--- config.mk ---
export PLATFORM = sky130hd
export DESIGN_NAME = idm_post
export DESIGN_NICKNAME = d
export VERILOG_FILES = /design/src/rtl/core/int64_divide_modulo_core_macros.svh /design/src/rtl/core/idm_pkg.sv /design/src/rtl/core/idm_post.sv
export SDC_FILE = /design/constraint.sdc
export NUM_CORES = 1
export LEC_CHECK = 0
export ABC_AREA = 1
export BUFFER_PORTS_ARGS = -buffer_cell sky130_fd_sc_hd__buf_2
export CAP_MARGIN = 20
export CORE_MARGIN = 4
export CORE_UTILIZATION = 45
export CTS_CLUSTER_DIAMETER = 100
export DETAILED_ROUTE_END_ITERATION = 10
export PLACE_DENSITY = 0.73
export SETUP_SLACK_MARGIN = 0.2
export SKIP_CTS_REPAIR_TIMING = 1
export SLEW_MARGIN = 20
export SYNTH_ARGS = -nofsm -noshare
export SYNTH_HDL_FRONTEND = slang
export SYNTH_SLANG_ARGS = --single-unit
--- constraint.sdc ---
create_clock -name clock -period 2.53 [get_ports clock]
set_clock_uncertainty 0.05 [all_clocks]
set_input_delay 0.6325 -clock clock [delete_from_list [all_inputs] [get_ports clock]]
set_output_delay 0.6325 -clock clock [all_outputs]
set_load 0.01 [all_outputs]
--- src/rtl/core/int64_divide_modulo_core_macros.svh ---
// Assertion macros shared by the divider RTL.
// Defining ASSERT_OFF turns every check into an empty statement.
`ifndef INT64_DIVIDE_MODULO_CORE_MACROS_SVH
`define INT64_DIVIDE_MODULO_CORE_MACROS_SVH

`ifndef ASSERT_OFF

// Checks a property on every rising clock edge outside reset.
`define IDM_ASSERT(label, clk, rst, prop) \
   label: assert property (@(posedge clk) disable iff (rst) (prop)) \
      else $error("%m: check failed");

// Checks that a condition is followed by a consequence.
`define IDM_ASSERT_IMPLY(label, clk, rst, cond, cons) \
   label: assert property (@(posedge clk) disable iff (rst) (cond) |-> (cons)) \
      else $error("%m: implication failed");

`else

`define IDM_ASSERT(label, clk, rst, prop)
`define IDM_ASSERT_IMPLY(label, clk, rst, cond, cons)

`endif

`endif

--- src/rtl/core/idm_pkg.sv ---
`timescale 1ns / 1ps
// Shared constants and types for the pipelined integer divider.
// No dependencies; every divider module imports this package.
package idm_pkg;

   // Width of the operand and result ports.
   localparam int FIELD_WIDTH   = 64;
   // Default arithmetic width of the datapath.
   localparam int DEFAULT_WIDTH = 64;
   localparam int OP_WIDTH      = 2;

   // Operation codes.
   localparam logic [OP_WIDTH-1:0] OP_UQUO = 2'd0;
   localparam logic [OP_WIDTH-1:0] OP_UREM = 2'd1;
   localparam logic [OP_WIDTH-1:0] OP_SQUO = 2'd2;
   localparam logic [OP_WIDTH-1:0] OP_SREM = 2'd3;

   // Control that travels alongside the data through every stage.
   typedef struct packed {
      logic                valid;
      logic [OP_WIDTH-1:0] op;
      logic                nneg;   // dividend negative, signed operation
      logic                dneg;   // divisor negative, signed operation
      logic                dzero;  // divisor is zero
   } ctl_type;

endpackage

--- src/rtl/core/idm_post.sv ---
`timescale 1ns / 1ps
// Output stage: selects quotient or remainder, applies signs and divide-by-zero.
// Depends on idm_pkg.
module idm_post import idm_pkg::*; #(
   parameter int DATA_WIDTH = DEFAULT_WIDTH
) (
   input  logic                   clock,
   input  logic                   reset,
   input  ctl_type                ctl_i,
   input  logic [DATA_WIDTH-1:0]  quo_i,
   input  logic [DATA_WIDTH-1:0]  rem_i,
   output logic                   rsp_valid,
   output logic [FIELD_WIDTH-1:0] rsp_result
);

   logic [DATA_WIDTH-1:0]  res;
   logic                   valid_ff;
   logic [FIELD_WIDTH-1:0] result_in;
   logic [FIELD_WIDTH-1:0] result_ff;

   // A zero divisor makes the raw quotient all ones; it is forced to zero.
   // The raw remainder already equals the dividend magnitude in that case.
   always_comb begin
      unique case (ctl_i.op)
         OP_UQUO: res = ctl_i.dzero ? '0 : quo_i;
         OP_UREM: res = rem_i;
         OP_SQUO: begin
            if (ctl_i.dzero) begin
               res = '0;
            end else begin
               res = (ctl_i.nneg ^ ctl_i.dneg) ? (~quo_i + 1'b1) : quo_i;
            end
         end
         OP_SREM: res = ctl_i.nneg ? (~rem_i + 1'b1) : rem_i;
         default: res = '0;
      endcase
      result_in = FIELD_WIDTH'(res);
   end

   always_ff @(posedge clock) begin
      if (reset) begin
         valid_ff <= 1'b0;
      end else begin
         valid_ff <= ctl_i.valid;
      end
   end

   always_ff @(posedge clock) begin
      result_ff <= result_in;
   end

   assign rsp_valid  = valid_ff;
   assign rsp_result = result_ff;

endmodule

# [After elaboration in Yosys (flattened, before gate mapping)]
# Cells that the tools add are included.
[totals] regBits=65 in_bits=136 out_inout_bits=65 word_cells=16
[op_classes] n_addsub=2 n_eq_ne=3 muxes=5 bitwise=3 reduce_logical=1
[op_table] op="64-bit 2-to-1 mux" count=4
[op_table] op="64-bit one-hot mux with 4 select lines" count=1
[op_table] op="64-bit by 1-bit adder with 64-bit output, second input constant" count=2
[op_table] op="64-bit NOT" count=2
[op_table] op="2-bit == test, second input constant" count=2
[op_table] op="2-bit by 1-bit == test with 1-bit output, second input constant" count=1
[op_table] op="2-bit zero test" count=1
[op_table] op="1-bit XOR" count=1

# [Longest topological paths before layout]
[logic_depth] ltp_word=5 depth_mapped=12 ltp_nobuf=12

# [Least setup slack after synthesis]
# Ideal clock, no wire load.
[synth_path] kind="input -> register" start="in rem_i[1]" end="reg result_ff[52], in the netlist rsp_result[52]" setup_ns=0.125 arrival_time_ns=1.840 required_time_ns=2.355 path_slack_ns=0.515 stages=11 n_path_buf=0 cell_sequence="inv_1 > ha_1 > nand3_2 > nor2_2 > nand3b_1 > nor2_1 > nand2_1 > nand2_1 > nand2_1 > nand3_1 > nand4_1"
[synth_between] elab_chain_cells=4
[synth_rtl] element="start: declaration" line_no="idm_post.sv:11" rtl="input logic [DATA_WIDTH-1:0] rem_i,"
[synth_rtl] element="64-bit NOT" line_no="idm_post.sv:34" rtl="OP_SREM: res = ctl_i.nneg ? (~rem_i + 1'b1) : rem_i;"
[synth_rtl] element="64-bit by 1-bit adder with 64-bit output" line_no="idm_post.sv:34"
[synth_rtl] element="64-bit 2-to-1 mux" line_no="idm_post.sv:34"
[synth_rtl] element="64-bit one-hot mux with 4 select lines" line_no="idm_post.sv:24" rtl="unique case (ctl_i.op)"
[synth_rtl] element="net res[52]" line_no="idm_post.sv:16" rtl="logic [DATA_WIDTH-1:0] res;"
[synth_rtl] element="end signal: assignment" line_no="idm_post.sv:49" rtl="result_ff <= result_in;"
[synth_rtl] element="end: declaration" line_no="idm_post.sv:19" rtl="logic [FIELD_WIDTH-1:0] result_ff;"
# The timed path passes the listed nets, and every way through them passes these cells.
# A chain may end at the register's enable or synchronous reset.

# [Worst setup path in the final report]
[layout_path] start="in rem_i[1]" end="reg result_ff[54], in the netlist rsp_result[54]"
# The elaborated chain is that of the path after synthesis.

==> impl_metrics.csv <==
group,metric,value,unit
final_layout,nNetsFinal,1712,
final_layout,fin_util,0.5673,
cts,cts_tree,"built",
yosys,ys_warn_count,0,
placement,place.gp.congestion,0.9720,
setup_path,crit_family,"simple AND/OR/NAND/NOR gates",
routing,drcViolationCount,0,
routing,drtIter0Drc,1358,
sta,hold-worst-slack,373.3,ps
yosys,ys_types,40,
yosys,synth_largest_area_cell,"nand2_1",
sta,fmax,465.6,MHz
sta,finalMaxSlewViolations,0,
yosys,yosysSeqAreaShare,0.1804,
global_route,antenna_found_initial,1,
yosys,yosysTopAreaCellShare,0.2232,
placement,place_ws,24.62,ps
sta,min_period_over_period,0.8489,
outcome,status,"finished clean",
power,p_per_area,431.8,nW/µm²
die,die_area,18120,µm²
sta,rsz0062_at_grt,"false",
job,max_cap_viol_count,0,
yosys,syn-num-nets,1514,
setup_path,crit_path_top_delay_cell,"nor2_1",
die,placementRows,46,
final_layout,layout-area-overhead-vs-synth,24.00,%
routing,viasPerCell,5.693,
die,core,15770,µm²
placement,dp_hpwl,28500,µm
global_route,track_usage,0.3755,
setup_path,start_kind,"input pin",
power,power_leakage,0.004084,µW
final_layout,final_cell_area,8946,µm²
cts,htreeDepth,3,
cts,clkTransAtPathRegs,60,ps
cts,clkSinkCount,65,
setup_path,path_cells,"buf_2 > inv_1 > ha_1 > nand3_2 > nor2_1 > nand2_1 > nor2_1 > nand3_1 > nand2_1 > nand2_1 > nand3_1 > nand4_1",
sta,maxSlewHeadroom,0.5862,
global_route,grt_pass1_vias,9232,
setup_path,crit_arrival,2340,ps
yosys,synth_cells,1376,
cts,cts_made_buffers,9,
sta,tightest_slew,614.3,ps
setup_path,crit_top_cell,"nand2_1",
sta,fin_ws,382.2,ps
yosys,yosys-top-cells-area,"nand2_1, dfxtp_1, nand3_1",
setup_path,cp_num_buf_inv,2,
global_route,gr-total-overflow,0,
die,chipHeight,134.6,µm
sta,finalSetupTns,0,ps
setup_path,crit_type,"in -> reg",
die,die_w,134.6,µm
final_layout,drive_above_1_share,0.1786,
global_route,grt_max_degree,64,
setup_path,endpoint_kind,"flop",
setup_path,worstPathRequired,2720,ps
worst_hold_path,min_path_type,"in -> reg",
setup_path,worstPathMaxFanout,5,
cts,cts_root_buf,"clkbuf_16",
routing,ant_nets,0,
die,initial_core_util,0.4575,
sta,finalHoldViolations,0,
routing,wl,34850,µm
die,num_io_pins,201,
placement,port_buffers,200,
sta,fin_crit,2148,ps
yosys,syn_area,7214,µm²
yosys,ys_ff_latch,65,
cts,clockBufferDepth,2,
setup_path,slowest_delay,300,ps
power,ir_drop,0.3444,mV
routing,vias,10220,
yosys,syn_area_per_cell,5.243,µm²
routing,routedWlPerCell,19.40,µm
placement,place_area,8641,µm²
global_route,grt_first_pass_wirelength,52040,µm
routing,firstDrtPassIters,6,
sta,finalSetupViolations,0,
## per-layer routing
metal	vias to the layer above	part of all wire	track usage
li1	4926	-	-
met5	-	0	0
met2	650	0.41	0.5352
met3	80	0.13	0.09538
met1	4568	0.42	0.5386
met4	0	0.042	0.1510
## cell usage after synthesis, drive strengths merged
master and count:
nand2 433, buf 19, a21oi 37, o21ai 60, o221ai 8, o211ai 16
o2111ai 6, and3 1, nor3 6, xnor2 2, dfxtp 65, clkbuf 27
xor2 7, a21o 1, o21bai 6, inv 120, o22ai 1, ha 2
nand4 40, or2 6, nand3 231, nand3b 17, nor2 261, a31oi 4
## layout by cell type, fill, tap and decap left out, types with 7 or more instances in the layout
master,netlist,final
nand2_1,429,429
nor2_1,252,249
nand3_1,229,229
buf_2,11,200
inv_1,117,117
dfxtp_1,65,65
o21ai_0,46,46
nand4_1,40,40
a21oi_1,37,37
buf_4,2,26
nand3b_1,17,17
o211ai_1,14,14
clkbuf_16,0,9
o21ai_1,8,8
o221ai_1,8,8
buf_12,0,7
## cell type report
type	count	area, µm²
clock inverters	7	77.57
inverters	120	450.4
clock buffers	9	225.2
well taps	216	270.3
repair buffers	233	1336
multi-input cells	1145	5283
diodes	1	2.502
flip-flops and latches	65	1301
fillers	1763	6824
## sequential cells by signal (all words and copies together) (netlist names)
register / cells
rsp_valid: 1
rsp_result: 64
## cells by family after synthesis
group	share of synthesized area
buf+inv	0.09140
flops	0.1804
fa+ha+maj	0.003468
simple gates	0.5926
compound gates	0.1191
xor+xnor	0.01301
## power by group
part	leakage, µW	internal (µW)	switching (µW)	total (µW)
logic	0.00340	449	874	1320
registers	0.000546	1140	49.6	1190
clock network	0.000135	771	581	1350
total	0.00408	2360	1510	3860
## stage by stage
step / cells / total power [µW]
3_3_place_gp: 1779 / 2478
2_1_floorplan: 1376 / 1875
6_report: 1796 / 3863
5_1_grt: 1796 / 4017
3_5_place_dp: 1779 / 2486
4_1_cts: 1795 / 3822
## final timing paths
check	from	endpoint	slack, ps	cells past startpoint
max	rem_i[1]	rsp_result[54]	380	12
min	reset	rsp_valid	370	2
No activity file was read; power rests on OpenSTA's default activity.
