File: config.mk
export PLATFORM = sky130hd
export DESIGN_NAME = idm_step
export DESIGN_NICKNAME = d
export VERILOG_FILES = /design/src/rtl/core/int64_divide_modulo_core_macros.svh /design/src/rtl/core/idm_pkg.sv /design/src/rtl/core/idm_step.sv
export SDC_FILE = /design/constraint.sdc
export NUM_CORES = 1
export LEC_CHECK = 0
export BUFFER_PORTS_ARGS = -buffer_cell sky130_fd_sc_hd__buf_2
export CAP_MARGIN = 20
export CORE_AREA = 2 2 156 158
export DETAILED_ROUTE_END_ITERATION = 6
export DIE_AREA = 0 0 158 160
export GPL_TIMING_DRIVEN = 0
export MAX_ROUTING_LAYER = met4
export PLACE_DENSITY_LB_ADDON = 0.2
export SYNTH_ARGS = -nofsm -noshare
export SYNTH_HDL_FRONTEND = slang
export SYNTH_SLANG_ARGS = --single-unit
File: constraint.sdc
create_clock -name clock -period 3.71 [get_ports clock]
set_clock_uncertainty 0.15 [all_clocks]
set_input_delay 0.742 -clock clock [delete_from_list [all_inputs] [get_ports clock]]
set_output_delay 0.742 -clock clock [all_outputs]
set_load 0.02 [all_outputs]
File: src/rtl/core/int64_divide_modulo_core_macros.svh
// Assertion macros shared by the divider RTL.
// Defining ASSERT_OFF turns every check into an empty statement.
`ifndef INT64_DIVIDE_MODULO_CORE_MACROS_SVH
`define INT64_DIVIDE_MODULO_CORE_MACROS_SVH

`ifndef ASSERT_OFF

// Checks a property on every rising clock edge outside reset.
`define IDM_ASSERT(label, clk, rst, prop) \
   label: assert property (@(posedge clk) disable iff (rst) (prop)) \
      else $error("%m: check failed");

// Checks that a condition is followed by a consequence.
`define IDM_ASSERT_IMPLY(label, clk, rst, cond, cons) \
   label: assert property (@(posedge clk) disable iff (rst) (cond) |-> (cons)) \
      else $error("%m: implication failed");

`else

`define IDM_ASSERT(label, clk, rst, prop)
`define IDM_ASSERT_IMPLY(label, clk, rst, cond, cons)

`endif

`endif

File: src/rtl/core/idm_pkg.sv
`timescale 1ns / 1ps
// Shared constants and types for the pipelined integer divider.
// No dependencies; every divider module imports this package.
package idm_pkg;

   // Width of the operand and result ports.
   localparam int FIELD_WIDTH   = 64;
   // Default arithmetic width of the datapath.
   localparam int DEFAULT_WIDTH = 64;
   localparam int OP_WIDTH      = 2;

   // Operation codes.
   localparam logic [OP_WIDTH-1:0] OP_UQUO = 2'd0;
   localparam logic [OP_WIDTH-1:0] OP_UREM = 2'd1;
   localparam logic [OP_WIDTH-1:0] OP_SQUO = 2'd2;
   localparam logic [OP_WIDTH-1:0] OP_SREM = 2'd3;

   // Control that travels alongside the data through every stage.
   typedef struct packed {
      logic                valid;
      logic [OP_WIDTH-1:0] op;
      logic                nneg;   // dividend negative, signed operation
      logic                dneg;   // divisor negative, signed operation
      logic                dzero;  // divisor is zero
   } ctl_type;

endpackage

File: src/rtl/core/idm_step.sv
`timescale 1ns / 1ps
// One restoring division step: shift in a dividend bit, trial subtract, register.
// Depends on idm_pkg.
module idm_step import idm_pkg::*; #(
   parameter int DATA_WIDTH = DEFAULT_WIDTH
) (
   input  logic                  clock,
   input  logic                  reset,
   input  ctl_type               ctl_i,
   input  logic [DATA_WIDTH-1:0] num_i,
   input  logic [DATA_WIDTH-1:0] rem_i,
   input  logic [DATA_WIDTH-1:0] den_i,
   output ctl_type               ctl_o,
   output logic [DATA_WIDTH-1:0] num_o,
   output logic [DATA_WIDTH-1:0] rem_o,
   output logic [DATA_WIDTH-1:0] den_o
);

   logic [DATA_WIDTH+1:0] diff;
   logic                  take;
   ctl_type               ctl_ff;
   logic [DATA_WIDTH-1:0] num_in;
   logic [DATA_WIDTH-1:0] num_ff;
   logic [DATA_WIDTH-1:0] rem_in;
   logic [DATA_WIDTH-1:0] rem_ff;
   logic [DATA_WIDTH-1:0] den_ff;

   // The shifted remainder keeps its carry bit, so the compare never overflows.
   // The dividend register fills with quotient bits from the bottom as it empties.
   always_comb begin
      diff   = {1'b0, rem_i, num_i[DATA_WIDTH-1]} - {2'b00, den_i};
      take   = ~diff[DATA_WIDTH+1];
      rem_in = take ? diff[DATA_WIDTH-1:0] : {rem_i[DATA_WIDTH-2:0], num_i[DATA_WIDTH-1]};
      num_in = {num_i[DATA_WIDTH-2:0], take};
   end

   always_ff @(posedge clock) begin
      if (reset) begin
         ctl_ff <= '0;
      end else begin
         ctl_ff <= ctl_i;
      end
   end

   always_ff @(posedge clock) begin
      num_ff <= num_in;
      rem_ff <= rem_in;
      den_ff <= den_i;
   end

   assign ctl_o = ctl_ff;
   assign num_o = num_ff;
   assign rem_o = rem_ff;
   assign den_o = den_ff;

endmodule

== After elaboration in Yosys (flattened, before gate mapping) ==
Index checks and enable logic that the tools add are counted.

* Memories kept: 0
* Output and inout bits: 198
* Input port bits: 200
* Latch bits: 0
* Memory bits (writable): 0
* Register bits after elaboration: 198
* Bits in read-only memories: 0
* Word-level logic and storage cells: 11

* Equality and inequality tests: 0
* Reductions and logical operators: 0
* Multipliers: 0
* Bitwise logic cells: 1
* Div/mod/pow operators: 0
* Shift-type cells: 0
* Magnitude comparators: 0
* Multiplexer cells: 1
* Add/sub/neg operators: 1

{| class="wikitable"
|+ Operators by type and width
! cell !! count
|-
| subtractor 65 x 64 -> 66 bit || 1
|-
| two-way mux 64 bit || 1
|-
| NOT 1 bit || 1
|}

== Depth between registers and ports, before layout ==
* Depth in word-level cells: 2
* Depth in mapped cells: 15
* Mapped depth without buffers: 14

== Worst setup path after synthesis ==
OpenSTA, ideal clock, no wires.

* Path kind: in2reg
* Start: input port den_i[4]
* End: register rem_ff[35], in the netlist rem_o[35]
* Stages on the path: 12
* Arrival: 3245 ps
* Buffers on the path: 1
* Path slack: 195 ps
* Required time: 3439 ps
* Setup time: 121 ps
* Path through: inv_1 ha_1 o211ai_1 a21o_1 a21oi_1 a221o_2 a31oi_2 o41ai_4 a211oi_2 o31ai_4 buf_4 mux2_2

* Cells in the longest elaborated chain, start to end: 2

{| class="wikitable"
|+ Ends and longest elaborated chain
! what !! RTL line !! source
|-
| start, declared || idm_step.sv:12 || <nowiki>input logic [DATA_WIDTH-1:0] den_i,</nowiki>
|-
| subtractor 65 x 64 -> 66 bit || idm_step.sv:31 || <nowiki>diff = {1'b0, rem_i, num_i[DATA_WIDTH-1]} - {2'b00, den_i};</nowiki>
|-
| two-way mux 64 bit || idm_step.sv:33 || <nowiki>rem_in = take ? diff[DATA_WIDTH-1:0] : {rem_i[DATA_WIDTH-2:0], num_i[DATA_WIDTH-1]};</nowiki>
|-
| named net rem_in[35] || idm_step.sv:24 || <nowiki>logic [DATA_WIDTH-1:0] rem_in;</nowiki>
|-
| end signal, assigned || idm_step.sv:47 || <nowiki>rem_ff <= rem_in;</nowiki>
|-
| end, declared || idm_step.sv:25 || <nowiki>logic [DATA_WIDTH-1:0] rem_ff;</nowiki>
|}

The timed path passes the listed nets, and every way through them passes these cells.
A chain may end at the register's enable or synchronous reset.

== Worst setup path after layout ==
* Start: input port num_i[63]
* End: register rem_ff[58], in the netlist rem_o[58]

* Cells in the longest elaborated chain, start to end: 2

{| class="wikitable"
|+ Ends and longest elaborated chain
! what !! RTL line !! source
|-
| start, declared || idm_step.sv:10 || <nowiki>input logic [DATA_WIDTH-1:0] num_i,</nowiki>
|-
| subtractor 65 x 64 -> 66 bit || idm_step.sv:31 ||
|-
| two-way mux 64 bit || idm_step.sv:33 ||
|-
| named net rem_in[58] || idm_step.sv:24 ||
|}

The timed path passes the listed nets, and every way through them passes these cells.

==> reports/metrics.cfg <==
[drt]
dr.pass1.iters=5
top_layer=met4
drt-wirelength-per-cell_um=16.5
drc=0
drt_iter0_drc=407
avgViaCountPerCell=4.84
vias=8241
met1_length_mm=10.9
wl_met2_mm=14.4
wl_met3_mm=1.96
drtAntennaViolNets=0
drt_wl_total_mm=28.0

[timing]
worstMarginPinSlew_ps=643
layout_min_cycle_time_ps=3630
rsz0062_at_grt=false
fmax_mhz=276
worst_hold_slack_ps=245
relSlewSlack=0.571
drv_slew=0
finalHoldViolCount=0
fin_crit_sh=0.978
report.final.setup_viol=0

[pwr]
leakagePower_nw=5.93
ir_worst_vdd_mv=0.224
powerDensity_mw_per_mm2=502

[clock_tree]
cts_tree=built
cts_buffers=17
holdBufCountCts=0
clockBufferDepth=2
clock-sinks=198
h-tree-depth=4
clk_pin_slew_worst_paths_ps=90
root_buffer=clkbuf_16

[cells_and_area]
drive_above_1_share=0.364
final-seq-area_mm2=0.00396
multi_input_area_mm2=0.00432
syn_to_final_growth_pct=38.4
final_nets=1630
final_area_mm2=0.0119
num-fill-cells=2406

[synthesis]
ys_warn_count=0
synth_cell_type_count=60
async_reset_ff_frac=0
syn-cell-area_mm2=0.00860
syn_nets=1212
synth-seq-cells=198
synth_edf_count=0
avgSynthCellArea_um2=9.08
synth_seq_area_share=0.461
synthFlopType=dfxtp_1
netlist_instances=947

[min_path]
whs_endpoint=num_o[9]$_DFF_P_
hp-start=num_i[8]
hold_path.class=input pin to flip-flop
hold-path-cell-count=1

[setup_path]
crit_required_ps=3890
critical_path_class=input pin to flip-flop
crit_path_start_kind=input pin
critical_path_arrival_ps=3810
cp-end-kind=flip-flop
worstPathMaxFanout=5

[global_route]
grt_pass1_wl_mm=41.2
grt_max_degree=23
grt_pass1_vias=8074
track_usage=0.217
grt_overflow=0
antenna_found_initial=1

[placement]
routabilityCongestion=0.889
hpwl_mm=22.6
place_area_mm2=0.0110
io_buffer_count=397

[floorplan]
die_h_um=160
fp-row-count=57
die_w_um=158
initial_utilization=0.361
dieArea_mm2=0.0253
io-pin-count=398
core_area_mm2=0.0238

[job]
max_cap_violations=0

[run_status]
outcome=complete, no violations

-- placed cells by master, fill, tap and decap left out, drive strengths merged, types with 13 or more instances in the layout --
| cell | n |
|---|---|
| xnor2 | 31 |
| inv | 93 |
| dfxtp | 198 |
| xor2 | 26 |
| a21o | 26 |
| o21ai | 31 |
| nor2 | 96 |
| a21oi | 133 |
| o21bai | 13 |
| buf | 414 |
| ha | 64 |
| nand2 | 71 |
| clkbuf | 29 |
-- where the power goes --
part | internal (mW) | switching, mW
Sequential | 2.35 | 0.0495
Clock | 0.928 | 0.998
Combinational | 0.639 | 1.00
Total | 3.92 | 2.05
-- sequential cells by signal, summed over array words and instances (netlist names) --
| signal | flops |
|---|---|
| num_o | 64 |
| rem_o | 64 |
| den_o | 64 |
| ctl_o | 6 |
-- per-layer routing --
| metal | global-route usage | vias to the layer above |
|---|---|---|
| met5 | - | - |
| met4 | 0.0844 | 0 |
| met1 | 0.231 | 3804 |
| li1 | - | 4096 |
| met2 | 0.389 | 303 |
| met3 | 0.0464 | 38 |
-- synthesized netlist by cell type, types with 3 or more instances --
master,instances,share of area
dfxtp_1,198,0.46
a21oi_1,133,0.077
nor2_1,96,0.042
inv_1,86,0.038
nand2_1,71,0.031
ha_1,64,0.093
xnor2_1,31,0.032
o21ai_0,28,0.016
a21o_1,26,0.023
xor2_1,26,0.026
o21bai_1,13,0.011
nand3_1,12,0.0070
nand4_1,12,0.0087
buf_2,11,0.0064
clkbuf_1,11,0.0048
nor2b_1,11,0.0080
a31oi_1,10,0.0073
mux2_2,9,0.012
a211oi_1,8,0.0070
o21a_1,7,0.0061
and3_1,6,0.0044
o211ai_1,6,0.0052
a31o_2,4,0.0041
nor3_1,4,0.0023
o221ai_1,4,0.0041
or3_1,4,0.0029
a221oi_1,3,0.0031
and2_1,3,0.0022
buf_4,3,0.0026
mux2_1,3,0.0039
o21ai_1,3,0.0017
-- how the worst max path moves through the flow --
stage | slack [ps] | start | end
5_1_grt | 10 | num_i[63] | rem_o[52]$_DFF_P_
3_5_place_dp | -840 | den_i[4] | rem_o[34]$_DFF_P_
4_1_cts | 2 | den_i[4] | rem_o[34]$_DFF_P_
3_3_place_gp | -850 | den_i[4] | rem_o[34]$_DFF_P_
2_1_floorplan | 190 | den_i[4] | rem_o[35]$_DFF_P_
6_report | 80 | num_i[63] | rem_o[58]$_DFF_P_
-- stage by stage --
step,utilization,total power [mW],setup slack [ps],instances,setup TNS (ps)
6_report,0.500,5.97,82.2,1703,0
5_1_grt,0.500,6.27,12.5,1703,0
4_1_cts,0.491,5.99,2.36,1704,0
3_5_place_dp,0.461,4.03,-845,1668,-47080
3_3_place_gp,0.461,4.02,-849,1668,-47360
2_1_floorplan,-,3.46,195,947,0
-- critical path, stage by stage --
cell	delay (ps)
buf_2	90
inv_1	40
ha_1	200
inv_1	70
fa_1	190
a21o_1	170
a31oi_1	180
a2bb2oi_2	190
a311oi_2	390
o21ai_2	150
o211ai_2	300
a21oi_2	130
o31a_1	340
or3b_1	390
a41o_1	210
-- logic make-up after synthesis --
| logic type | after synthesis | share of synthesized area |
|---|---|---|
| AOI/OAI and AO/OA | 268 | 0.195 |
| and+or+nand+nor | 232 | 0.119 |
| DFF | 198 | 0.461 |
| buffers and inverters | 113 | 0.0533 |
| adders and majority gates | 65 | 0.0954 |
| xor gates and xnor gates | 57 | 0.0581 |
| muxes | 14 | 0.0180 |
-- layout make-up --
type,instances,area share
multi-input combinational,636,0.363
sequential,198,0.333
timing repair buffer,404,0.175
clock buffer,17,0.0357
tap,324,0.0341
inverter,86,0.0271
clock inverter,15,0.0162
buffer,22,0.0157
antenna,1,0.000210
-- repair_timing --
item	4_1_cts	5_1_grt
pin swaps	5	9
resized for setup	15	53
endpoints found under the hold margin	0	0
setup buffers	4	2
setup endpoints to repair	64	64
gates cloned	0	2
No activity file was read; power rests on OpenSTA's default activity.
