**config.mk**
```make
export PLATFORM = sky130hd
export DESIGN_NAME = idm_prep
export DESIGN_NICKNAME = d
export VERILOG_FILES = /design/src/rtl/core/int64_divide_modulo_core_macros.svh /design/src/rtl/core/idm_pkg.sv /design/src/rtl/core/idm_prep.sv
export SDC_FILE = /design/constraint.sdc
export NUM_CORES = 1
export LEC_CHECK = 0
export CAP_MARGIN = 20
export CORE_MARGIN = 2
export CORE_UTILIZATION = 30
export DETAILED_ROUTE_END_ITERATION = 12
export DONT_BUFFER_PORTS = 1
export PLACE_DENSITY = 0.5
export SYNTH_ARGS = -nofsm -noshare
export SYNTH_HDL_FRONTEND = slang
export SYNTH_SLANG_ARGS = --single-unit
```
**constraint.sdc**
```tcl
create_clock -name clock -period 1.9 [get_ports clock]
set_clock_uncertainty 0.05 [all_clocks]
set_input_delay 0.19 -clock clock [delete_from_list [all_inputs] [get_ports clock]]
set_output_delay 0.19 -clock clock [all_outputs]
set_load 0.01 [all_outputs]
```
**src/rtl/core/int64_divide_modulo_core_macros.svh**
```systemverilog
// Assertion macros shared by the divider RTL.
// Defining ASSERT_OFF turns every check into an empty statement.
`ifndef INT64_DIVIDE_MODULO_CORE_MACROS_SVH
`define INT64_DIVIDE_MODULO_CORE_MACROS_SVH

`ifndef ASSERT_OFF

// Checks a property on every rising clock edge outside reset.
`define IDM_ASSERT(label, clk, rst, prop) \
   label: assert property (@(posedge clk) disable iff (rst) (prop)) \
      else $error("%m: check failed");

// Checks that a condition is followed by a consequence.
`define IDM_ASSERT_IMPLY(label, clk, rst, cond, cons) \
   label: assert property (@(posedge clk) disable iff (rst) (cond) |-> (cons)) \
      else $error("%m: implication failed");

`else

`define IDM_ASSERT(label, clk, rst, prop)
`define IDM_ASSERT_IMPLY(label, clk, rst, cond, cons)

`endif

`endif

```
**src/rtl/core/idm_pkg.sv**
```systemverilog
`timescale 1ns / 1ps
// Shared constants and types for the pipelined integer divider.
// No dependencies; every divider module imports this package.
package idm_pkg;

   // Width of the operand and result ports.
   localparam int FIELD_WIDTH   = 64;
   // Default arithmetic width of the datapath.
   localparam int DEFAULT_WIDTH = 64;
   localparam int OP_WIDTH      = 2;

   // Operation codes.
   localparam logic [OP_WIDTH-1:0] OP_UQUO = 2'd0;
   localparam logic [OP_WIDTH-1:0] OP_UREM = 2'd1;
   localparam logic [OP_WIDTH-1:0] OP_SQUO = 2'd2;
   localparam logic [OP_WIDTH-1:0] OP_SREM = 2'd3;

   // Control that travels alongside the data through every stage.
   typedef struct packed {
      logic                valid;
      logic [OP_WIDTH-1:0] op;
      logic                nneg;   // dividend negative, signed operation
      logic                dneg;   // divisor negative, signed operation
      logic                dzero;  // divisor is zero
   } ctl_type;

endpackage

```
**src/rtl/core/idm_prep.sv**
```systemverilog
`timescale 1ns / 1ps
// Input stage: registers a transfer and turns signed operands into magnitudes.
// Depends on idm_pkg.
module idm_prep import idm_pkg::*; #(
   parameter int DATA_WIDTH = DEFAULT_WIDTH
) (
   input  logic                   clock,
   input  logic                   reset,
   input  logic                   accept,
   input  logic [OP_WIDTH-1:0]    operation,
   input  logic [FIELD_WIDTH-1:0] dividend,
   input  logic [FIELD_WIDTH-1:0] divisor,
   output ctl_type                ctl_o,
   output logic [DATA_WIDTH-1:0]  num_o,
   output logic [DATA_WIDTH-1:0]  den_o
);

   logic [DATA_WIDTH-1:0] n;
   logic [DATA_WIDTH-1:0] d;
   logic                  is_signed;
   ctl_type               ctl_in;
   ctl_type               ctl_ff;
   logic [DATA_WIDTH-1:0] num_in;
   logic [DATA_WIDTH-1:0] num_ff;
   logic [DATA_WIDTH-1:0] den_in;
   logic [DATA_WIDTH-1:0] den_ff;

   assign n = dividend[DATA_WIDTH-1:0];
   assign d = divisor[DATA_WIDTH-1:0];

   // Sign flags and magnitudes; unsigned operations pass the bits through.
   always_comb begin
      unique case (operation)
         OP_SQUO, OP_SREM: is_signed = 1'b1;
         default:          is_signed = 1'b0;
      endcase
      ctl_in.valid = accept;
      ctl_in.op    = operation;
      ctl_in.nneg  = is_signed & n[DATA_WIDTH-1];
      ctl_in.dneg  = is_signed & d[DATA_WIDTH-1];
      ctl_in.dzero = (d == '0);
      num_in       = ctl_in.nneg ? (~n + 1'b1) : n;
      den_in       = ctl_in.dneg ? (~d + 1'b1) : d;
   end

   always_ff @(posedge clock) begin
      if (reset) begin
         ctl_ff <= '0;
      end else begin
         ctl_ff <= ctl_in;
      end
   end

   always_ff @(posedge clock) begin
      num_ff <= num_in;
      den_ff <= den_in;
   end

   assign ctl_o = ctl_ff;
   assign num_o = num_ff;
   assign den_o = den_ff;

endmodule

```
* Word level (Yosys, flattened, before mapping)
Index checks and enable logic that the tools add are counted.
** Word-level totals
- Register bits after elaboration :: 134
- Bits in latches :: 0
- Bits in writable memories :: 0
- ROM bits :: 0
- Bits of input ports :: 133
- Output and inout bits :: 134
- Logic and storage cells :: 20
- Memories :: 0
** Cells by class
- Add/subtract/negate cells :: 2
- Multiply operators :: 0
- Div/mod/pow operators :: 0
- Order comparisons :: 0
- Eq/ne operators :: 2
- Shift operators :: 0
- Muxes and demuxes :: 3
- Bitwise logic cells :: 4
- Reduce and logical (&&, ||, !) cells :: 2
** Operators by type and width (number)
- $add 64x1->64 const B :: 2
- $mux 64 :: 2
- $not 64->64 :: 2
- $logic_not 64->1 :: 1
- $eq 2x2->1 const B :: 2
- $and 1x1->1 :: 2
- $reduce_or 2->1 :: 1
- $mux 1 :: 1

* Logic depth before layout (Yosys ltp)
Gate-level depths: netlist (run 1).
- Depth in word-level cells :: 5
- Depth in mapped cells :: 7
- Mapped depth without buffers :: 7

* Worst setup path before layout (run 1)
Ideal clock, no wire load.
- Path kind :: in2reg
- Start point :: input port dividend[1]
- End point :: register num_ff[56], in the netlist num_o[56]
- Setup time :: 125 ps
- Data arrival time :: 1912 ps
- Data required time :: 1725 ps
- Slack :: -187 ps
- Stages :: 7
- Buffers on the path :: 0
- Cells stage by stage :: inv_1 -> ha_1 -> or4b_1 -> nand3b_1 -> nor4_1 -> a31oi_1 -> xor2_1
** Between the ends
- Cells in the longest elaborated chain, start to end :: 3
** RTL lines
- start, declared :: RTL line idm_prep.sv:11 : input logic [FIELD_WIDTH-1:0] dividend,
- $not 64->64 :: RTL line idm_prep.sv:42 : num_in = ctl_in.nneg ? (~n + 1'b1) : n;
- $add 64x1->64 :: RTL line idm_prep.sv:42
- $mux 64 :: RTL line idm_prep.sv:42
- net num_in[56] :: RTL line idm_prep.sv:23 : logic [DATA_WIDTH-1:0] num_in;
- end signal, assigned :: RTL line idm_prep.sv:55 : num_ff <= num_in;
- end, declared :: RTL line idm_prep.sv:24 : logic [DATA_WIDTH-1:0] num_ff;
The timed path passes the listed nets, and every way through them passes these cells.
A chain may end at the register's enable or synchronous reset.

* Final worst setup path (run 1)
- Start point :: input port divisor[14]
- End point :: register den_ff[63], in the netlist den_o[63]
** Between the ends
- Cells in the longest elaborated chain, start to end :: 3
** RTL lines
- start, declared :: RTL line idm_prep.sv:12 : input logic [FIELD_WIDTH-1:0] divisor,
- $not 64->64 :: RTL line idm_prep.sv:43 : den_in = ctl_in.dneg ? (~d + 1'b1) : d;
- $add 64x1->64 :: RTL line idm_prep.sv:43
- $mux 64 :: RTL line idm_prep.sv:43
- net den_in[63] :: RTL line idm_prep.sv:25 : logic [DATA_WIDTH-1:0] den_in;
- end signal, assigned :: RTL line idm_prep.sv:56 : den_ff <= den_in;
- end, declared :: RTL line idm_prep.sv:26 : logic [DATA_WIDTH-1:0] den_ff;
The timed path passes the listed nets, and every way through them passes these cells.

==> results of run 1 <==
[worst max-delay path, stage by stage]
cell and delay, ns:
nor4_1 0.29, buf_4 0.18, nand4b_1 0.23, nor3_2 0.20, buf_6 0.19, nand3_1 0.08, a21boi_1 0.16, dlygate4sd3_1 0.56
[kinds of logic after synthesis]
| group | count (synthesis) | synth area share, % |
|---|---|---|
| and+or+nand+nor | 223 | 20.9 |
| AOI/OAI and AO/OA | 105 | 11.0 |
| buffers and inverters | 36 | 2.41 |
| DFF | 134 | 46.6 |
| xor gates and xnor gates | 122 | 18.6 |
| adders and majority gates | 2 | 0.435 |
[area by class of cell]
type	count	share of cell area, %
Inverter	20	1.06
Clock inverter	12	1.55
Tap cell	234	3.45
Clock buffer	19	5.09
Timing Repair Buffer	201	22.0
Multi-Input combinational cell	452	35.3
Sequential cell	134	31.6
[worst max path at each step]
stage	endpoint	slack, ns	cells after the start
5_1_grt	den_o[63]	0.008	8
3_3_place_gp	num_o[36]	-0.11	8
3_5_place_dp	num_o[36]	-0.12	8
4_1_cts	den_o[18]	0.04	8
2_1_floorplan	num_o[44]	-0.08	7
6_report	den_o[63]	0.12	8
[timing repair]
action,CTS,global route
setup buffers,0,3
hold buffers,141,1
hold endpoints to repair,134,1
resized for setup,0,3
setup endpoints to repair,0,3
[cell usage after synthesis (5+ instances only)]
library cell / n / area [um2]
a31oi_1: 24 / 150
nor2b_1: 5 / 31.3
xnor2_1: 41 / 359
a21oi_1: 48 / 240
nand2_1: 26 / 97.6
nor2_1: 63 / 236
inv_1: 20 / 75.1
clkbuf_1: 14 / 52.6
nor3_1: 32 / 160
o31ai_1: 12 / 90.1
dfxtp_1: 134 / 2680
o21ai_0: 9 / 45.0
and2_1: 8 / 50.1
xor2_1: 81 / 709
nor4_1: 38 / 238
nand3_1: 11 / 55.1
nand4_1: 9 / 56.3
[registers in the layout, summed over array words and instances, names as in the netlist]
register  flops
num_o        64
ctl_o         6
den_o        64
[per-stage QoR]
stage	hold WS, ns	TNS, ns	cells	setup WS, ns
2_1_floorplan	0.168	-0.337	622	-0.0757
3_3_place_gp	0.168	-1.14	896	-0.112
3_5_place_dp	0.168	-1.57	896	-0.119
4_1_cts	0.000524	0	1068	0.0368
5_1_grt	0.0154	0	1072	0.00809
6_report	0.0167	0	1072	0.118
[layer usage]
layer  share of wire (%)  track usage (%)
met5                   0                0
met4                 3.1             8.75
met3                 9.0             7.44
met2                  49             34.1
met1                  39             22.3
[where the power goes]
part           switching, mW  internal, mW
logic                  0.336         0.438
clock network           1.25          1.92
registers              0.293          3.11
==> results.txt, run 1 <==
Final HPWL DP: 14000 um
Commonest non-fill, non-tap cells in the layout: 142 x dlygate4sd3_1, 134 x dfxtp_1, 81 x xor2_1, 63 x nor2_1, 58 x buf_4
# DRC: 0
Setup violations, final: 0
Final Max Tran Viols: 0
Post-Syn Area: 0.00576 mm2
Port Buffer Count: 0
Avg Inst Size Synth: 9.25 um2
Post-synth ARST share: 0%
Design Power: 7.35 mW
CTS Buffer Depth: 2
Vias: 5500
Routed wire length: 20600 um
Core Rows: 50
Final hold violation count: 0
Design Area, Final: 0.00850 mm2
Worst slew pin tran: 0.616 ns
Status: finished, final reports clean
Critical Path Source: divisor[14]
Hold Path Cell Cnt: 2
Max FO, Critical Path: 14
Max VDD drop: 0.523 mV
Vias in the first global route: 5913
Critical Path Start Type: primary input
TritonRoute pass-1 iters: 5
Clock root buffer: clkbuf_16
First-pass GRT wire length: 31600 um
Num CTS Buffers: 17
Worst Hold Launch: divisor[16]
CTS sink count: 134
Ant. Diodes: 0
Worst EP arrival: 2.09 ns
FMAX: 0.561 GHz
I/O Pins: 267
Multi-input combinational cell area: 0.00300 mm2
Final Critical Period: 1.78 ns
Die height: 143 um
Register bit total from synthesis: 134
Sequential fraction of the synthesis area: 46.6%
Post-route antenna net violation count: 0
Total GRT Usage: 20.0%
Hold Path End: den_o[17]
Worst hold path type: primary input to flip-flop
Area occupied by registers: 0.00268 mm2
CP endpoint kind: flip-flop
Fin util: 45.3%
Crit path required time: 2.21 ns
Share of layout cells above drive strength 1: 12.6%
Final global-route overflow total: 0
Via/cell ratio: 5.13
Rel. slew slack: 58.6%
Warnings from Yosys: 0
Routability cong.: 0.851
Post-DP Area: 0.00647 mm2
H-tree depth: 4
Layout fillers: 1825
Layout area overhead: 47.7%
RSZ-0062 raised after global routing: no
Routed len/inst: 19.2 um
Starting density of the core: 30.7%
Post-synth EDFFs: 0
Initial antenna violation count: 0
Critical path class: primary input to flip-flop
Post-Synthesis Cells: 622
Core ar.: 0.0188 mm2
Die extent in x: 143 um
Clock transition at the registers of the reported paths: 0.06 ns
PwrDens: 864 mW/mm2
Die area: 0.0203 mm2
Ys flop type: dfxtp_1
Synth Net Count: 757
DRT iter0 DRCs: 232
Final net count: 961
MaxCap Viol Count: 0
Crit share post-route: 93.8%
Commonest non-fill, non-tap cell in the layout: dlygate4sd3_1
Largest net degree at the start of global routing: 50
Post-synthesis cell type count: 43
CTS tree: done
Static Leak: 3.43 nW
Power figures use the tool's default switching activity.
==> inputs of run 2 (changes only) <==
--- a/config.mk
+++ b/config.mk
@@ -11,5 +11,5 @@
 export DETAILED_ROUTE_END_ITERATION = 12
 export DONT_BUFFER_PORTS = 1
-export PLACE_DENSITY = 0.5
+export PLACE_DENSITY = 0.49
 export SYNTH_ARGS = -nofsm -noshare
 export SYNTH_HDL_FRONTEND = slang
==> constraint.sdc (replaced) <==
create_clock -name clock -period 2.25 [get_ports clock]
set_clock_uncertainty 0.05 [all_clocks]
set_input_delay 0.225 -clock clock [delete_from_list [all_inputs] [get_ports clock]]
set_output_delay 0.225 -clock clock [all_outputs]
set_load 0.02 [all_outputs]
==> run 2 against run 1 <==
  * Sequential share of layout area up 0.92 points
  * Global-route usage down 0.60 points
  * Routed wire length down 2.6%
  * Non-clock buffer count down 23
  * Critical path depth down 2
  * Critical endpoint is now den_o[19]
  * Largest cell class unchanged
  * Largest power group unchanged
==> results.txt, run 2 (synthesis results as in run 1) <==
Status: finished, final reports clean (unchanged)
Starting density of the core: 30.7% (unchanged)
Sw Ratio: 28.6% (was 25.5%)
Final Max Tran Viols: 0 (unchanged)
Vias: 5525 (was 5500)
RSZ-0062 raised after global routing: no (unchanged)
Worst hold path type: primary input to flip-flop (unchanged)
H-tree depth: 4 (unchanged)
Power share of the sequential group: 48.0% (was 46.3%)
# DRC: 0 (unchanged)
Vias in the first global route: 5758 (was 5913)
Share of layout cells above drive strength 1: 9.31% (was 12.6%)
DP Cell Count: 876 (was 896)
Crit path required time: 2.51 ns (was 2.21 ns)
Clk pwr share: 42.0% (was 43.1%)
Via/cell ratio: 5.26 (was 5.13)
CTS sink count: 134 (unchanged)
Crit share post-route: 93.2%
Commonest non-fill, non-tap cells in the layout: 142 x dlygate4sd3_1, 134 x dfxtp_1, 81 x xor2_1, 63 x nor2_1, 48 x a21oi_1 (was 142 x dlygate4sd3_1, 134 x dfxtp_1, 81 x xor2_1, 63 x nor2_1, 58 x buf_4)
Ant. Diodes: 0 (unchanged)
First-pass GRT wire length: 30600 um (was 31600 um)
Critical Path Start Type: primary input (unchanged)
CTS Buffer Depth: 2 (unchanged)
Critical path class: primary input to flip-flop (unchanged)
Int Pwr: 4.54 mW (was 5.47 mW)
Layout area overhead: 43.5% (was 47.7%)
Clock root buffer: clkbuf_16 (unchanged)
Num CTS Buffers: 17 (unchanged)
Clock transition at the registers of the reported paths: 0.06 ns (about the same)
Die height: 143 um (unchanged)
Max VDD drop: 0.471 mV (was 0.523 mV)
Worst EP arrival: 2.35 ns (was 2.09 ns)
CP endpoint kind: flip-flop (unchanged)
Routed wire length: 20000 um (was 20600 um)
Routed len/inst: 19.1 um (was 19.2 um)
GR Util met1: 22.3% (about the same)
Initial antenna violation count: 0 (unchanged)
Die extent in x: 143 um (unchanged)
DRT iter0 DRCs: 225 (was 232)
Final std cells w/o fill: 1050 (was 1072)
Final hold violation count: 0 (unchanged)
Final global-route overflow total: 0 (unchanged)
Post-route antenna net violation count: 0 (unchanged)
I/O Pins: 267 (unchanged)
Port Buffer Count: 0 (unchanged)
Logic pwr share: 9.9% (was 10.5%)
Busiest grt layer: met2 (unchanged)
MaxCap Viol Count: 0 (unchanged)
Core ar.: 0.0188 mm2 (unchanged)
Max FO, Critical Path: 6 (was 14)
Die area: 0.0203 mm2 (unchanged)
Met2 usage: 31.8% (was 34.1%)
Setup violations, final: 0 (unchanged)
Final Critical Period: 2.10 ns
Fin util: 44.0% (was 45.3%)
Routability cong.: 0.883 (was 0.851)
CTS tree: done (unchanged)
Net Switching: 1.82 mW (was 1.88 mW)
Design Power: 6.37 mW (was 7.35 mW)
TritonRoute pass-1 iters: 4 (was 5)
Final HPWL DP: 13800 um (was 14000 um)
Rel. slew slack: 54.1% (was 58.6%)
PwrDens: 771 mW/mm2 (was 864 mW/mm2)
Core Rows: 50 (unchanged)
FMAX: 0.477 GHz
Commonest non-fill, non-tap cell in the layout: dlygate4sd3_1 (unchanged)
Met3 GRT Util: 7.10% (was 7.44%)
Largest net degree at the start of global routing: 50 (unchanged)
Worst slew pin tran: 0.688 ns (was 0.616 ns)
Static Leak: 3.29 nW (was 3.43 nW)
Setup Buffers After CTS: 0 (unchanged)
Final net count: 938 (was 961)
Total GRT Usage: 19.4% (was 20.0%)
Setup TNS: 0 ns (unchanged)
## run 2: cell types whose count changed in the layout (fill, tap and decap cells not counted), sizes merged
cell,previous run,this run
buf,59,36
bufinv,2,1
clkinv,5,8
clkinvlp,4,2
inv,21,22
## run 2: what timing repair did
| action | in CTS | in global routing |
|---|---|---|
| hold endpoints to repair | 134 | 0 |
| endpoints found under the setup margin | 0 | 3 |
| gates resized for setup | 0 | 2 |
| hold buffers | 142 | 0 |
## run 2: worst max-delay path: stages
cell and delay (ns):
nor4_1 0.43, nor3b_4 0.41, nand3_1 0.22, o41ai_1 0.40
xnor2_1 0.10, dlygate4sd3_1 0.55
## run 2: final timing paths
path        start   endpoint  slack [ns]  cells after the start
max    divisor[4]  den_o[19]        0.15                      6
min   divisor[13]  den_o[14]        0.02                      2
## run 2: final cells by class
| cell class | instances | area, um2 |
|---|---|---|
| fillers | 1789 | 10500 |
| multi-input cells | 452 | 2950 |
| flip-flops and latches | 134 | 2680 |
| repair buffers | 178 | 1690 |
| clock buffers | 19 | 443 |
| well taps | 234 | 293 |
| clock inverters | 13 | 125 |
| inverters | 20 | 75.1 |
## run 2: layer usage
metal | up-vias | share of wire [%]
met5 | - | 0
met2 | 291 | 48
met4 | 0 | 3.2
li1 | 2575 | -
met1 | 2614 | 40
met3 | 45 | 9.1
## run 2: stage by stage
stage	cell area, um2	hold slack [ns]	setup slack, ns
6_report	8260	0.0217	0.153
5_1_grt	8260	0.00967	0.00730
4_1_cts	8240	0.00176	0.0632
3_5_place_dp	6250	0.203	0.0415
3_3_place_gp	6250	0.203	0.0657
2_1_floorplan	5760	0.203	0.128
## run 2: power by group through the flow
stage | sequential (mW) | combinational (mW) | clock, mW
finish | 3.06 | 0.632 | 2.68
CTS | 3.06 | 0.626 | 2.72
global placement | 3.11 | 0.370 | 0
floorplan | 3.05 | 0.312 | 0
detailed placement | 3.11 | 0.380 | 0
global route | 3.08 | 0.691 | 2.84
